--- config.mk ---
export PLATFORM = sky130hd
export DESIGN_NAME = htu_mac
export DESIGN_NICKNAME = d
export VERILOG_FILES = /design/src/rtl/core/htu_pkg.sv /design/src/rtl/core/htu_mac.sv
export SDC_FILE = /design/constraint.sdc
export NUM_CORES = 2
export LEC_CHECK = 0
export BUFFER_PORTS_ARGS = -buffer_cell sky130_fd_sc_hd__buf_4
export CORE_ASPECT_RATIO = 1.25
export CORE_MARGIN = 3
export CORE_UTILIZATION = 59
export DETAILED_ROUTE_END_ITERATION = 12
export HOLD_SLACK_MARGIN = 0.03
export PLACE_DENSITY = 0.87
export SLEW_MARGIN = 20
export SYNTH_ARGS = -nofsm -noshare
export SYNTH_HDL_FRONTEND = slang
export SYNTH_SLANG_ARGS = --single-unit
--- constraint.sdc ---
create_clock -name clk -period 7.6 [get_ports clk]
set_input_delay 0.76 -clock clk [delete_from_list [all_inputs] [get_ports clk]]
set_output_delay 0.76 -clock clk [all_outputs]
set_load 0.02 [all_outputs]
--- src/rtl/core/htu_pkg.sv ---
// Shared types and constants of the homogeneous transform unit.
// Command codes, CORDIC constants and the arc-tangent table.
// No dependencies.
package htu_pkg;

  typedef enum logic [3:0] {
    CMD_IDENTITY  = 4'd0,
    CMD_ROTX      = 4'd1,
    CMD_ROTY      = 4'd2,
    CMD_ROTZ      = 4'd3,
    CMD_TRANSLATE = 4'd4,
    CMD_TRANSFORM = 4'd5,
    CMD_SAVE      = 4'd6,
    CMD_RESTORE   = 4'd7,
    CMD_CLEAR     = 4'd8
  } htu_cmd_t;

  localparam int CORDIC_STEPS = 24;
  localparam int CORDIC_W     = 34;
  localparam logic signed [CORDIC_W-1:0] CORDIC_GAIN = 34'sd652032874;
  localparam logic [9:0] DEG_PER_TURN = 10'd360;

  // Control of the shared multiply-accumulate unit, one term half per transfer.
  typedef struct packed {
    logic en;
    logic first;
    logic hi;
    logic last;
  } mac_ctl_t;

  // atan(2^-i) in binary angle units, 2^32 per turn.
  function automatic logic signed [CORDIC_W-1:0] atan_turn(input logic [4:0] idx);
    logic [31:0] r;
    case (idx)
      5'd0:  r = 32'h20000000;
      5'd1:  r = 32'h12E4051E;
      5'd2:  r = 32'h09FB385B;
      5'd3:  r = 32'h051111D4;
      5'd4:  r = 32'h028B0D43;
      5'd5:  r = 32'h0145D7E1;
      5'd6:  r = 32'h00A2F61E;
      5'd7:  r = 32'h00517C55;
      5'd8:  r = 32'h0028BE53;
      5'd9:  r = 32'h00145F2F;
      5'd10: r = 32'h000A2F98;
      5'd11: r = 32'h000517CC;
      5'd12: r = 32'h00028BE6;
      5'd13: r = 32'h000145F3;
      5'd14: r = 32'h0000A2F9;
      5'd15: r = 32'h0000517C;
      5'd16: r = 32'h000028BE;
      5'd17: r = 32'h0000145F;
      5'd18: r = 32'h00000A2F;
      5'd19: r = 32'h00000517;
      5'd20: r = 32'h0000028B;
      5'd21: r = 32'h00000145;
      5'd22: r = 32'h000000A2;
      5'd23: r = 32'h00000051;
      default: r = 32'h0;
    endcase
    return $signed({2'b00, r});
  endfunction

endpackage

--- src/rtl/core/htu_mac.sv ---
// Shared multiply-accumulate unit: half-width products, exact accumulation,
// round half up and saturation of one dot product. Depends on htu_pkg.
module htu_mac import htu_pkg::*; #(
  parameter int A_WIDTH   = 34,
  parameter int B_WIDTH   = 32,
  parameter int FRAC_BITS = 16
) (
  input  logic                      clk,
  input  logic                      rst,
  input  mac_ctl_t                  ctl,
  input  logic signed [A_WIDTH-1:0] a,
  input  logic signed [B_WIDTH-1:0] b,
  output logic signed [B_WIDTH-1:0] res,
  output logic                      done
);
  localparam int H  = (B_WIDTH + 1) / 2;
  localparam int PW = A_WIDTH + B_WIDTH;
  localparam int AW = PW + 3;
  localparam logic signed [AW-1:0] HALF = AW'(1) << (FRAC_BITS - 1);
  localparam logic [B_WIDTH-1:0] W_MAX = {1'b0, {(B_WIDTH-1){1'b1}}};
  localparam logic [B_WIDTH-1:0] W_MIN = {1'b1, {(B_WIDTH-1){1'b0}}};

  logic signed [A_WIDTH+H:0]           p_lo;
  logic signed [A_WIDTH+B_WIDTH-H-1:0] p_hi;
  logic signed [PW-1:0]                prod;
  logic                                p_en, p_first, p_last;
  logic signed [AW-1:0]                acc, rnd, shd;
  logic                                fits;

  assign p_lo = a * $signed({1'b0, b[H-1:0]});
  assign p_hi = a * $signed(b[B_WIDTH-1:H]);

  always_ff @(posedge clk) begin
    if (rst) begin
      p_en  <= 1'b0;
      p_first <= 1'b0;
      p_last <= 1'b0;
      done  <= 1'b0;
    end else begin
      p_en    <= ctl.en;
      p_first <= ctl.first;
      p_last  <= ctl.last;
      done    <= p_en && p_last;
    end
    if (ctl.en) begin
      prod <= ctl.hi ? (PW'(p_hi) <<< H) : PW'(p_lo);
    end
    if (p_en) begin
      acc <= (p_first ? '0 : acc) + AW'(prod);
    end
  end

  assign rnd  = acc + HALF;
  assign shd  = rnd >>> FRAC_BITS;
  assign fits = (&shd[AW-1:B_WIDTH-1]) || !(|shd[AW-1:B_WIDTH-1]);
  assign res  = fits ? shd[B_WIDTH-1:0] : (shd[AW-1] ? W_MIN : W_MAX);
endmodule

==> metrics <==
run status finished, final reports clean; Worst Hold Class flip-flop to flip-flop; final period demand of the worst path 7.050 ns; initial antenna violation count 7; port bufs 104; num ports 105; Worst Hold Path EP done; post-synth top area cell fa_1; crit path launch type input pin; first-pass GRT wire length 204300 µm; Routed met1 length 44500 µm; Crit Path Max Fanout 17; Core Util, Final 0.6203; Final Max Tran Viols 0; post_cts resized 0; die width 262.6 µm; area of the mapped netlist 48560 µm²; Initial Utilization 0.5955; Synth area leaders fa_1, inv_1, edfxtp_1, ha_1, nand2_1; layout cells sized above 1 0.04147; DR iter-0 viols 2700; # Max-Cap Violations 0; area grow syn2layout 4.162%; Tcrit/Tclk final 0.9277; number of cells on the worst hold path 2; post-DR wirelength/cell 19.14 µm; Async SR Flop Fraction 0; TritonRoute pass-1 iters 8; Synth Flop Type edfxtp_1; Ys Warns 0; Post-Syn Area per Cell 8.792 µm²; worst skew pair latency 0.46 ns; Critical Path AT 7.27 ns; routed wl met3 10960 µm; Reg-to-Reg Start p_first; post-synth top area share 0.4255; GRT Total Usage 0.2954; sequential cell area 4136 µm²; TritonCTS buffer count 17; CTS Hold Buffers Added 0; Peak Freq 0.1418 GHz; post-synthesis cell count 5523; clk_skew 0.01325 ns; largest net degree at the start of global routing 93; Die H 326.7 µm; Slew @ Worst Pin 0.9040 ns; num rows 117; area of the multi-input gates 38740 µm²; RSZ-0062 raised after global routing false; # DRC 0; Via density 5.787; Clock Sink Count 139; CP Class input pin to flip-flop; total negative setup slack 0 ns; CTS tree done; Setup Buffers After CTS 0; Post-DP HPWL 101500 µm; die area 85800 µm²; H-tree depth 4; post-route ant nets 0; Reg2Reg Depth 13; count leader, synth inv_1; Slew HR 0.3922; RR Endpoint acc[67]; vias in the first global route 41260; top layer in use met5; #FFs+latches synth 139; Unique masters post-synth 78; clk buf depth 2; Post-Syn Nets 6935; routability cong. 0.9738; GR Overflow Total 0; Routed WL 124300 µm; Min-Delay Startpoint p_last; number of synthesized flops with an enable pin 135; Routed met2 length 62620 µm; fin nets 6824; top cells by count, synth inv_1, fa_1, nand2_1; fill cell count 6256; CP Capture Type flip-flop; WP data required 7.82 ns; sequential share of the synthesized area 0.08514; worst reg2reg setup slack 3.08 ns; DR vias 37600; Core ar. 81540 µm²; count of final setup violators 0; final hold violation count 0; CTS Root Buffer Type clkbuf_16; clock-pin slew on the worst setup and hold paths 0.07 ns
critical path: stages:
cell and delay, ns:
buf_4 0.11, inv_1 0.54, buf_4 0.39, nor2_1 0.09, fa_1 0.54, fa_1 0.44, fa_1 0.52, fa_1 0.43
fa_1 0.51, inv_1 0.06, fa_1 0.49, inv_1 0.05, ha_1 0.37, a21o_1 0.19, a21o_1 0.18, a21oi_1 0.19
o21ai_0 0.12, a21oi_1 0.19, o31a_1 0.35, o21bai_1 0.17, a31oi_1 0.27, xnor2_1 0.11, a21o_1 0.18
sequential cells by signal, indices dropped and copies added (netlist names):
name / cells
p_en: 1
acc: 69
p_last: 1
done: 1
prod: 66
p_first: 1
cell families (layout without fill, tap and decap cells):
family / after synthesis / in the layout / share of synthesized area
xor+xnor: 209 / 209 / 0.03770
fa+ha+maj: 1340 / 1340 / 0.5048
other cells: 0 / 1 / 0
simple gates: 1711 / 1711 / 0.1710
mux: 7 / 7 / 0.001520
compound gates: 615 / 615 / 0.08282
flops: 139 / 139 / 0.08514
buf+inv: 1502 / 1404 / 0.1170
how the worst max path moves through the flow:
stage	start	endpoint	slack (ns)	depth (start not counted)
CTS	a[10]	prod[56]	0.66	25
global placement	a[7]	prod[43]	0.22	25
finish	b[31]	prod[59]	0.55	23
floorplan	b[17]	prod[63]	0.74	21
detailed placement	a[10]	prod[58]	0.19	25
global route	a[9]	prod[58]	0.25	25
area by class of cell:
type,instances,share of cell area
Multi-Input combinational cell,3882,0.7660
Antenna cell,1,0.00004948
Sequential cell,139,0.08179
Clock buffer,17,0.008411
Inverter,1214,0.09010
Clock inverter,15,0.003686
Tap cell,1071,0.02649
Timing Repair Buffer,158,0.02345
layout by cell type (no fill, tap or decap), types with 6 or more instances in the layout:
cell type / n
o21ai_0: 119
and3_1: 23
a21o_1: 95
or4_1: 8
nand4_1: 52
o21ai_2: 7
nand2_1: 787
nor2b_1: 91
nand2b_1: 20
a21boi_0: 6
o21a_1: 24
xor2_1: 75
nor4_1: 11
o2bb2ai_1: 12
nand3_1: 54
inv_1: 1214
o21ai_1: 15
o21bai_1: 29
xnor2_1: 134
clkbuf_16: 17
nor3_1: 30
a211oi_1: 21
o31a_1: 10
or3_1: 10
fa_1: 1032
a221oi_1: 8
a31oi_1: 15
buf_4: 158
nor2_1: 163
o2111ai_1: 8
o211ai_1: 18
o31ai_1: 14
or2_2: 8
ha_1: 308
a21oi_1: 163
and2_1: 429
and4_1: 7
a211o_1: 8
edfxtp_1: 135
routing by layer:
| layer | GRT usage | up-vias |
|---|---|---|
| met5 | 0 | - |
| met3 | 0.05672 | 521 |
| met2 | 0.5252 | 1852 |
| met4 | 0.1389 | 8 |
| met1 | 0.3446 | 18690 |
| li1 | - | 16530 |
through the flow:
step / hold WS (ns) / worst slack [ns] / instance area (µm²) / std cells
floorplan: 0.3952 / 0.7434 / 48560 / 5523
global placement: 0.4052 / 0.2206 / 49960 / 6464
detailed placement: 0.4082 / 0.1943 / 49960 / 6464
CTS: 0.4246 / 0.6623 / 50570 / 6496
global route: 0.4474 / 0.2521 / 50570 / 6496
finish: 0.4225 / 0.5496 / 50580 / 6497
Power is left out: the tool's default activity adds up to more than one toggle a clock period on the data nets, which glitch-free logic cannot reach.
