===== src/rtl/core/htu_pkg.sv =====
// Shared types and constants of the homogeneous transform unit.
// Command codes, CORDIC constants and the arc-tangent table.
// No dependencies.
package htu_pkg;

  typedef enum logic [3:0] {
    CMD_IDENTITY  = 4'd0,
    CMD_ROTX      = 4'd1,
    CMD_ROTY      = 4'd2,
    CMD_ROTZ      = 4'd3,
    CMD_TRANSLATE = 4'd4,
    CMD_TRANSFORM = 4'd5,
    CMD_SAVE      = 4'd6,
    CMD_RESTORE   = 4'd7,
    CMD_CLEAR     = 4'd8
  } htu_cmd_t;

  localparam int CORDIC_STEPS = 24;
  localparam int CORDIC_W     = 34;
  localparam logic signed [CORDIC_W-1:0] CORDIC_GAIN = 34'sd652032874;
  localparam logic [9:0] DEG_PER_TURN = 10'd360;

  // Control of the shared multiply-accumulate unit, one term half per transfer.
  typedef struct packed {
    logic en;
    logic first;
    logic hi;
    logic last;
  } mac_ctl_t;

  // atan(2^-i) in binary angle units, 2^32 per turn.
  function automatic logic signed [CORDIC_W-1:0] atan_turn(input logic [4:0] idx);
    logic [31:0] r;
    case (idx)
      5'd0:  r = 32'h20000000;
      5'd1:  r = 32'h12E4051E;
      5'd2:  r = 32'h09FB385B;
      5'd3:  r = 32'h051111D4;
      5'd4:  r = 32'h028B0D43;
      5'd5:  r = 32'h0145D7E1;
      5'd6:  r = 32'h00A2F61E;
      5'd7:  r = 32'h00517C55;
      5'd8:  r = 32'h0028BE53;
      5'd9:  r = 32'h00145F2F;
      5'd10: r = 32'h000A2F98;
      5'd11: r = 32'h000517CC;
      5'd12: r = 32'h00028BE6;
      5'd13: r = 32'h000145F3;
      5'd14: r = 32'h0000A2F9;
      5'd15: r = 32'h0000517C;
      5'd16: r = 32'h000028BE;
      5'd17: r = 32'h0000145F;
      5'd18: r = 32'h00000A2F;
      5'd19: r = 32'h00000517;
      5'd20: r = 32'h0000028B;
      5'd21: r = 32'h00000145;
      5'd22: r = 32'h000000A2;
      5'd23: r = 32'h00000051;
      default: r = 32'h0;
    endcase
    return $signed({2'b00, r});
  endfunction

endpackage


===== src/rtl/core/htu_cordic.sv =====
// Rotation-mode CORDIC, one micro-rotation per cycle in Q4.30, with
// quadrant fold-out and rounding to the output fraction. Depends on htu_pkg.
module htu_cordic import htu_pkg::*; #(
  parameter int FRAC_BITS = 16
) (
  input  logic                        clk,
  input  logic                        rst,
  input  logic                        start,
  input  logic [31:0]                 turn,
  output logic                        done,
  output logic signed [FRAC_BITS+1:0] cos_val,
  output logic signed [FRAC_BITS+1:0] sin_val
);
  localparam int SH = 30 - FRAC_BITS;
  localparam logic signed [CORDIC_W-1:0] HALF =
    (SH > 0) ? (CORDIC_W'(1) << ((SH > 0) ? SH - 1 : 0)) : '0;
  localparam logic [4:0] LAST = 5'(CORDIC_STEPS - 1);

  logic signed [CORDIC_W-1:0] x, y, z, dx, dy, cq, sq, cr, sr;
  logic [1:0] quad;
  logic [4:0] it;
  logic       run;

  assign dx = y >>> it;
  assign dy = x >>> it;

  always_ff @(posedge clk) begin
    if (rst) begin
      run  <= 1'b0;
      done <= 1'b0;
    end else begin
      done <= run && (it == LAST);
      if (start) begin
        run <= 1'b1;
      end else if (run && it == LAST) begin
        run <= 1'b0;
      end
    end
    if (start) begin
      x    <= CORDIC_GAIN;
      y    <= '0;
      z    <= $signed({4'b0000, turn[29:0]});
      quad <= turn[31:30];
      it   <= '0;
    end else if (run) begin
      if (!z[CORDIC_W-1]) begin
        x <= x - dx;
        y <= y + dy;
        z <= z - atan_turn(it);
      end else begin
        x <= x + dx;
        y <= y - dy;
        z <= z + atan_turn(it);
      end
      it <= it + 5'd1;
    end
  end

  always_comb begin
    case (quad)
      2'd1:    begin cq = -y; sq = x;  end
      2'd2:    begin cq = -x; sq = -y; end
      2'd3:    begin cq = y;  sq = -x; end
      default: begin cq = x;  sq = y;  end
    endcase
  end

  assign cr = (cq + HALF) >>> SH;
  assign sr = (sq + HALF) >>> SH;
  assign cos_val = cr[FRAC_BITS+1:0];
  assign sin_val = sr[FRAC_BITS+1:0];
endmodule


===== config.mk =====
export PLATFORM = sky130hd
export DESIGN_NAME = htu_cordic
export DESIGN_NICKNAME = d
export VERILOG_FILES = /design/src/rtl/core/htu_pkg.sv /design/src/rtl/core/htu_cordic.sv
export SDC_FILE = /design/constraint.sdc
export NUM_CORES = 1
export LEC_CHECK = 0
export BUFFER_PORTS_ARGS = -buffer_cell sky130_fd_sc_hd__buf_2
export CAP_MARGIN = 15
export CELL_PAD_IN_SITES_DETAIL_PLACEMENT = 1
export CELL_PAD_IN_SITES_GLOBAL_PLACEMENT = 1
export CORE_MARGIN = 2
export CORE_UTILIZATION = 35
export CTS_CLUSTER_DIAMETER = 50
export DETAILED_ROUTE_END_ITERATION = 16
export PLACE_DENSITY_LB_ADDON = 0.12
export SYNTH_ARGS = -nofsm -noshare
export SYNTH_HDL_FRONTEND = slang
export SYNTH_SLANG_ARGS = --single-unit

===== constraint.sdc =====
create_clock -name clk -period 8.25 [get_ports clk]
set_input_delay 0.4125 -clock clk [delete_from_list [all_inputs] [get_ports clk]]
set_output_delay 0.4125 -clock clk [all_outputs]
set_load 0.02 [all_outputs]

==> results of run 1 <==
[cells in the final DEF, fill, tap and decap left out, types with 41 or more instances in the layout]
cell type  instances
o21ai_0          130
dfxtp_1          103
buf_2             70
mux4_2            80
xor2_1           122
a211oi_1          41
mux2i_1           85
inv_1             50
nor3_1            57
nor2_1           275
xnor2_1          142
a21oi_1          190
nand2_1          215
buf_4             59
a21o_1            42
ha_1             111
[power by group through the flow]
stage | registers (mW) | clock network [mW] | logic (mW)
global route | 1.49 | 0.903 | 8.85
global placement | 1.46 | 0 | 7.73
floorplan | 1.12 | 0 | 6.25
detailed placement | 1.47 | 0 | 7.90
finish | 1.47 | 0.851 | 7.99
CTS | 1.45 | 0.879 | 7.96
[path summary, 6_finish.rpt]
check	startpoint	to	slack, ns	cells after the start
min	turn[31]	quad[1]	0.09	1
max	it[2]	x[33]	0.89	22
max reg2reg	it[2]	x[33]	0.89	22
min reg2reg	z[31]	z[31]	0.50	1
[per-layer routing]
| metal | up-vias | track usage [%] | share of wire [%] |
|---|---|---|---|
| met3 | 133 | 4.146 | 5.0 |
| met1 | 9721 | 34.41 | 46 |
| met2 | 569 | 42.79 | 46 |
| li1 | 9097 | - | - |
| met5 | - | 0 | 0.038 |
| met4 | 4 | 9.202 | 3.0 |
[kinds of logic after synthesis]
group / after synthesis
XOR/XNOR: 265
buffers and inverters: 237
AND/OR/NAND/NOR: 791
flip-flops: 141
adder cells (fa/ha/maj): 116
AO/OA/AOI/OAI: 718
multiplexers: 205
[metrics by stage]
| step | util (%) | setup WS (ns) |
|---|---|---|
| after floorplan | - | 2.494 |
| after global placement | 36.82 | 1.209 |
| after detailed placement | 36.82 | 0.9829 |
| after CTS | 37.90 | 0.9758 |
| after global routing | 37.92 | 0.3769 |
| final | 37.92 | 0.8878 |
[final cells by class]
type | count | area, sq um
inverters | 54 | 202.7
repair buffers | 132 | 829.5
flip-flops and latches | 141 | 3161
clock buffers | 18 | 429.2
fillers | 6872 | 35000
multi-input cells | 2095 | 15640
clock inverters | 14 | 176.4
well taps | 756 | 945.9
==> results.sh, run 1 <==
export IMPL_yosysSeqAreaShare_pct=15.72
export IMPL_track_usage_pct=26.01
export IMPL_cts_setup_buffers=0
export IMPL_drt_pass1_iter_count=5
export IMPL_rsz0062_at_grt="false"
export IMPL_synth_top_area_share_pct=10.92
export IMPL_vias=19520
export IMPL_clkTransAtPathRegs_ns=0.07
export IMPL_crit_type="flop to flop"
export IMPL_worstSetupStartpointType="flop"
export IMPL_grt_max_degree=75
export IMPL_wire_per_inst_um=24.08
export IMPL_crit_buf_inv=1
export IMPL_synth_xor_area_share_pct=11.65
export IMPL_start_util_pct=35.45
export IMPL_io_buffers=71
export IMPL_hold_buffers=0
export IMPL_design_die_area_sq_mm=0.05904
export IMPL_via_per_inst=6.082
export IMPL_dieHeight_um=243.0
export IMPL_placedCellCount=3176
export IMPL_syn2layout_area_growth_pct=6.986
export IMPL_num_io_pins=72
export IMPL_path_max_fanout=38
export IMPL_worstMarginPinSlew_ns=1.075
export IMPL_final_area_sq_mm=0.02138
export IMPL_slew_headroom_pct=28.32
export IMPL_power_leakage_nw=8.268
export IMPL_finalNonFillerCells=3210
export IMPL_finalSetupViolations=0
export IMPL_hold_viol_final=0
export IMPL_hp_class="input pin to flop"
export IMPL_crit_slowest_cell="dfxtp_2"
export IMPL_internal_power_mw=4.823
export IMPL_crit_chain="buf_4, mux4_2, mux2i_1, o21ai_0, a21oi_1, nand4_2, or2_1, nor3_1, a311oi_1, a41oi_1, o21ai_1, ha_1, a21o_1, a21oi_1, nand2b_1, o31ai_1, o211ai_1, o41ai_1, o21ai_0, xnor2_1, a211oi_1, a31o_1"
export IMPL_globalplace_congestion=0.9533
export IMPL_hpwl_um=58650
export IMPL_nNetsFinal=2590
export IMPL_grt_antenna_before_repair=5
export IMPL_grt_pass1_wl_um=120200
export IMPL_async_reset_ff_share_pct=0
export IMPL_postPlaceCellArea_sq_mm=0.02076
export IMPL_cts_sinks=141
export IMPL_synth_top_family_by_area="compound AO/OA/AOI/OAI gates"
export IMPL_slew_viol_final=0
export IMPL_drt_iter0_markers=1464
export IMPL_clock_skew_ns=0.01840
export IMPL_crit_required_ns=8.64
export IMPL_dieWidth_um=243.0
export IMPL_synth_fa_ha_area_share_pct=7.349
export IMPL_cp_slowest_stage_delay_ns=0.95
export IMPL_synth_most_common_cell="nor2_1"
export IMPL_powerDensity_mw_per_mm2=482.0
export IMPL_grt_ovfl_total=0
export IMPL_fmax_mhz=135.8
export IMPL_htree_levels=4
export IMPL_power_frac_clock_pct=8.3
export IMPL_p_sw_mw=5.483
export IMPL_period_minus_slack_ns=7.362
export IMPL_muxShareOfSynthArea_pct=16.34
export IMPL_vdd_ir_drop_worst_uv=202.3
export IMPL_yosys_top_cells_count="275 x nor2_1, 215 x nand2_1, 190 x a21oi_1, 142 x xnor2_1, 130 x o21ai_0"
export IMPL_synth_simple_area_share_pct=18.85
export IMPL_synth_edf_count=32
export IMPL_path_delay_family="compound AO/OA/AOI/OAI gates"
export IMPL_hold_worst_slack_ns=0.08986
export IMPL_clock_root_buffer="clkbuf_16"
export IMPL_drv_cap=0
export IMPL_pwr_share_seq_pct=14.3
export IMPL_route_antenna_remaining_nets=0
export IMPL_insertion_delay_ns=0.51
export IMPL_avgSynthCellArea_sq_um=8.082
export IMPL_synth_seq_cells=141
export IMPL_status="finished clean"
export IMPL_synth_area_sq_mm=0.01999
export IMPL_drive_gt1_share_pct=13.85
export IMPL_clock_path_buffers=2
export IMPL_grt_pass1_vias=19960
export IMPL_p_comb_share_pct=77.5
export IMPL_finalCritPeriodShare_pct=89.24
export IMPL_yosysTopAreaCell="dfxtp_1"
export IMPL_yosysWarningCount=0
export IMPL_cts_tree="yes"
export IMPL_synth_compound_area_share_pct=23.99
export IMPL_sw_frac_of_total_pct=53.20
export IMPL_cts_buffers=17
export IMPL_row_count=87
export IMPL_cts_resized=0
export IMPL_synthFlopType="dfxtp_1"
export IMPL_syn_instance_count=2473
export IMPL_synthTopCellsByArea="dfxtp_1 11%, mux4_2 9.0%, ha_1 6.9%"
export IMPL_core_area_sq_mm=0.05639
export IMPL_wirelength_um=77290
export IMPL_critPathArrivalTime_ns=7.75
export IMPL_final_setup_tns_ns=0
export IMPL_netlist_cell_type_count=113
export IMPL_end_kind="flop"
export IMPL_totalPowerFinal_mw=10.31
export IMPL_synth_fp_nets=2622
export IMPL_num_antenna_cells=0
export IMPL_drc=0
Power figures use the tool's default switching activity.
==> run 2: changes to the inputs <==
==> constraint.sdc (replaced) <==
create_clock -name clk -period 8.25 [get_ports clk]
set_input_delay 0.825 -clock clk [delete_from_list [all_inputs] [get_ports clk]]
set_output_delay 0.825 -clock clk [all_outputs]
set_load 0.02 [all_outputs]
==> run 2 against run 1 <==
Effect of this change: cell count about the same; first-iteration DRC count down 10%; clock skew up 0.0058 ns; core utilization down 0.051 points; flip-flop and latch count unchanged; worst hold slack better by 0.41 ns; combinational power about the same; sequential power about the same; sequential share of layout area about the same.
==> results.sh, run 2 (same netlist as run 1, synthesis figures left out) <==
export IMPL_status="finished clean"
export IMPL_row_count=87
export IMPL_track_usage_pct=26.01
export IMPL_critical_path_startpoint="it[0]"
export IMPL_syn2layout_area_growth_pct=6.842
export IMPL_vdd_ir_drop_worst_uv=226.9
export IMPL_totalPowerFinal_mw=10.26
export IMPL_crit_chain="buf_4, mux4_2, a32o_1, nor4_2, nand4_1, nor3_1, a21oi_1, xnor2_1, ha_1, and4_1, nand2_1, a2111oi_0, nor3_1, o31ai_1, a311o_1, a221o_1, a41oi_1, a21oi_1, xor2_1, a22o_1"
export IMPL_crit_type="flop to flop"
export IMPL_placedCellCount=3174
export IMPL_path_delay_family="compound AO/OA/AOI/OAI gates"
export IMPL_utilization_pct=37.87
export IMPL_powerDensity_mw_per_mm2=480.6
export IMPL_crit_cells=20
export IMPL_cts_tree="yes"
export IMPL_reg2reg_to="y[32]"
export IMPL_reg2reg_from="it[0]"
export IMPL_worst_r2r_setup_slack_ns=0.96
export IMPL_design_die_area_sq_mm=0.05904
export IMPL_hp_class="flop to flop"
export IMPL_vias=19470
export IMPL_num_antenna_cells=0
export IMPL_hold_worst_slack_ns=0.5032
export IMPL_route_antenna_remaining_nets=0
export IMPL_worstSetupStartpointType="flop"
export IMPL_p_sw_mw=5.443
export IMPL_hold_viol_final=0
export IMPL_dieHeight_um=243.0
export IMPL_path_max_fanout=66
export IMPL_wire_per_inst_um=24.08
export IMPL_end_kind="flop"
export IMPL_grt_max_degree=75
export IMPL_nNetsFinal=2588
export IMPL_critPathArrivalTime_ns=7.67
export IMPL_drc=0
export IMPL_cts_resized=0
export IMPL_wirelength_um=77250
export IMPL_rsz0062_at_grt="false"
export IMPL_crit_required_ns=8.63
export IMPL_worstMarginPinSlew_ns=1.129
export IMPL_reg2regPathDepth=20
export IMPL_dpl_worst_slack_ns=1.024
export IMPL_internal_power_mw=4.821
export IMPL_finalCritPeriodShare_pct=88.35
export IMPL_p_comb_share_pct=77.5
export IMPL_globalplace_congestion=0.9561
export IMPL_pwr_share_seq_pct=14.3
export IMPL_cts_sinks=141
export IMPL_crit_path_end="y[32]"
export IMPL_cts_setup_buffers=0
export IMPL_sw_frac_of_total_pct=53.03
export IMPL_cp_slowest_stage_delay_ns=1.04
export IMPL_core_area_sq_mm=0.05639
export IMPL_dieWidth_um=243.0
export IMPL_io_buffers=71
export IMPL_num_io_pins=72
export IMPL_grt_pass1_wl_um=120300
export IMPL_htree_levels=4
export IMPL_final_setup_tns_ns=0
export IMPL_drive_gt1_share_pct=13.78
export IMPL_clock_skew_ns=0.02424
export IMPL_power_frac_clock_pct=8.2
export IMPL_fmax_mhz=137.2
export IMPL_clock_path_buffers=2
export IMPL_hold_buffers=0
export IMPL_setup_ws_ns=0.9610
export IMPL_slew_viol_final=0
export IMPL_slew_headroom_pct=24.49
export IMPL_postPlaceCellArea_sq_mm=0.02075
export IMPL_layout_commonest_cell="nor2_1"
export IMPL_nFillCells=6844
export IMPL_drt_pass1_iter_count=6
export IMPL_crit_buf_inv=1
export IMPL_clkTransAtPathRegs_ns=0.07
export IMPL_drt_iter0_markers=1318
export IMPL_start_util_pct=35.45
export IMPL_hpwl_um=58320
export IMPL_power_leakage_nw=8.252
export IMPL_final_area_sq_mm=0.02136
export IMPL_grt_pass1_vias=19860
export IMPL_cts_buffers=17
export IMPL_period_minus_slack_ns=7.289
export IMPL_finalSetupViolations=0
export IMPL_crit_slowest_cell="dfxtp_4"
export IMPL_clock_root_buffer="clkbuf_16"
export IMPL_layout_common_cells="275 x nor2_1, 215 x nand2_1, 190 x a21oi_1, 142 x xnor2_1, 130 x o21ai_0"
export IMPL_finalNonFillerCells=3208
export IMPL_grt_antenna_before_repair=2
export IMPL_via_per_inst=6.068
export IMPL_grt_ovfl_total=0
export IMPL_insertion_delay_ns=0.49
export IMPL_drv_cap=0
-- run 2: changes by cell type in the layout (fill, tap and decap cells not counted), sizes merged --
| cell | change |
|---|---|
| buf | -2 |
| clkbuf | +1 |
| clkinv | +1 |
| inv | -2 |
-- run 2: final cells by class --
| type | count | area [sq um] | area share (%) |
|---|---|---|---|
| multi-input combinational | 2095 | 15640 | 73.24 |
| sequential | 141 | 3161 | 14.80 |
| tap | 756 | 945.9 | 4.429 |
| timing repair buffer | 130 | 810.8 | 3.797 |
| clock buffer | 19 | 442.9 | 2.074 |
| inverter | 54 | 202.7 | 0.9491 |
| clock inverter | 13 | 152.6 | 0.7148 |
-- run 2: worst min path at each step --
| stage | start | to | slack [ns] | cells after the start |
|---|---|---|---|---|
| floorplan | z[30] | z[30] | 0.46 | 1 |
| global placement | z[32] | z[32] | 0.47 | 1 |
| detailed placement | z[31] | z[31] | 0.48 | 1 |
| CTS | turn[31] | quad[1] | 0.47 | 1 |
| global route | turn[31] | quad[1] | 0.49 | 1 |
| finish | z[31] | z[31] | 0.50 | 1 |
-- run 2: per-layer routing --
| metal | vias up | GRT usage (%) | share of wire, % |
|---|---|---|---|
| li1 | 9112 | - | - |
| met2 | 546 | 42.88 | 46 |
| met3 | 133 | 3.560 | 5.1 |
| met1 | 9675 | 34.59 | 45 |
| met4 | 0 | 9.473 | 3.2 |
| met5 | - | 0 | 0 |
-- run 2: power groups by stage --
stage               Clock (mW)  Sequential, mW  Combinational, mW
finish                   0.840            1.46               7.96
global route             0.888            1.49               8.83
CTS                      0.873            1.45               7.96
detailed placement           0            1.47               7.89
global placement             0            1.45               7.73
floorplan                    0            1.12               6.25
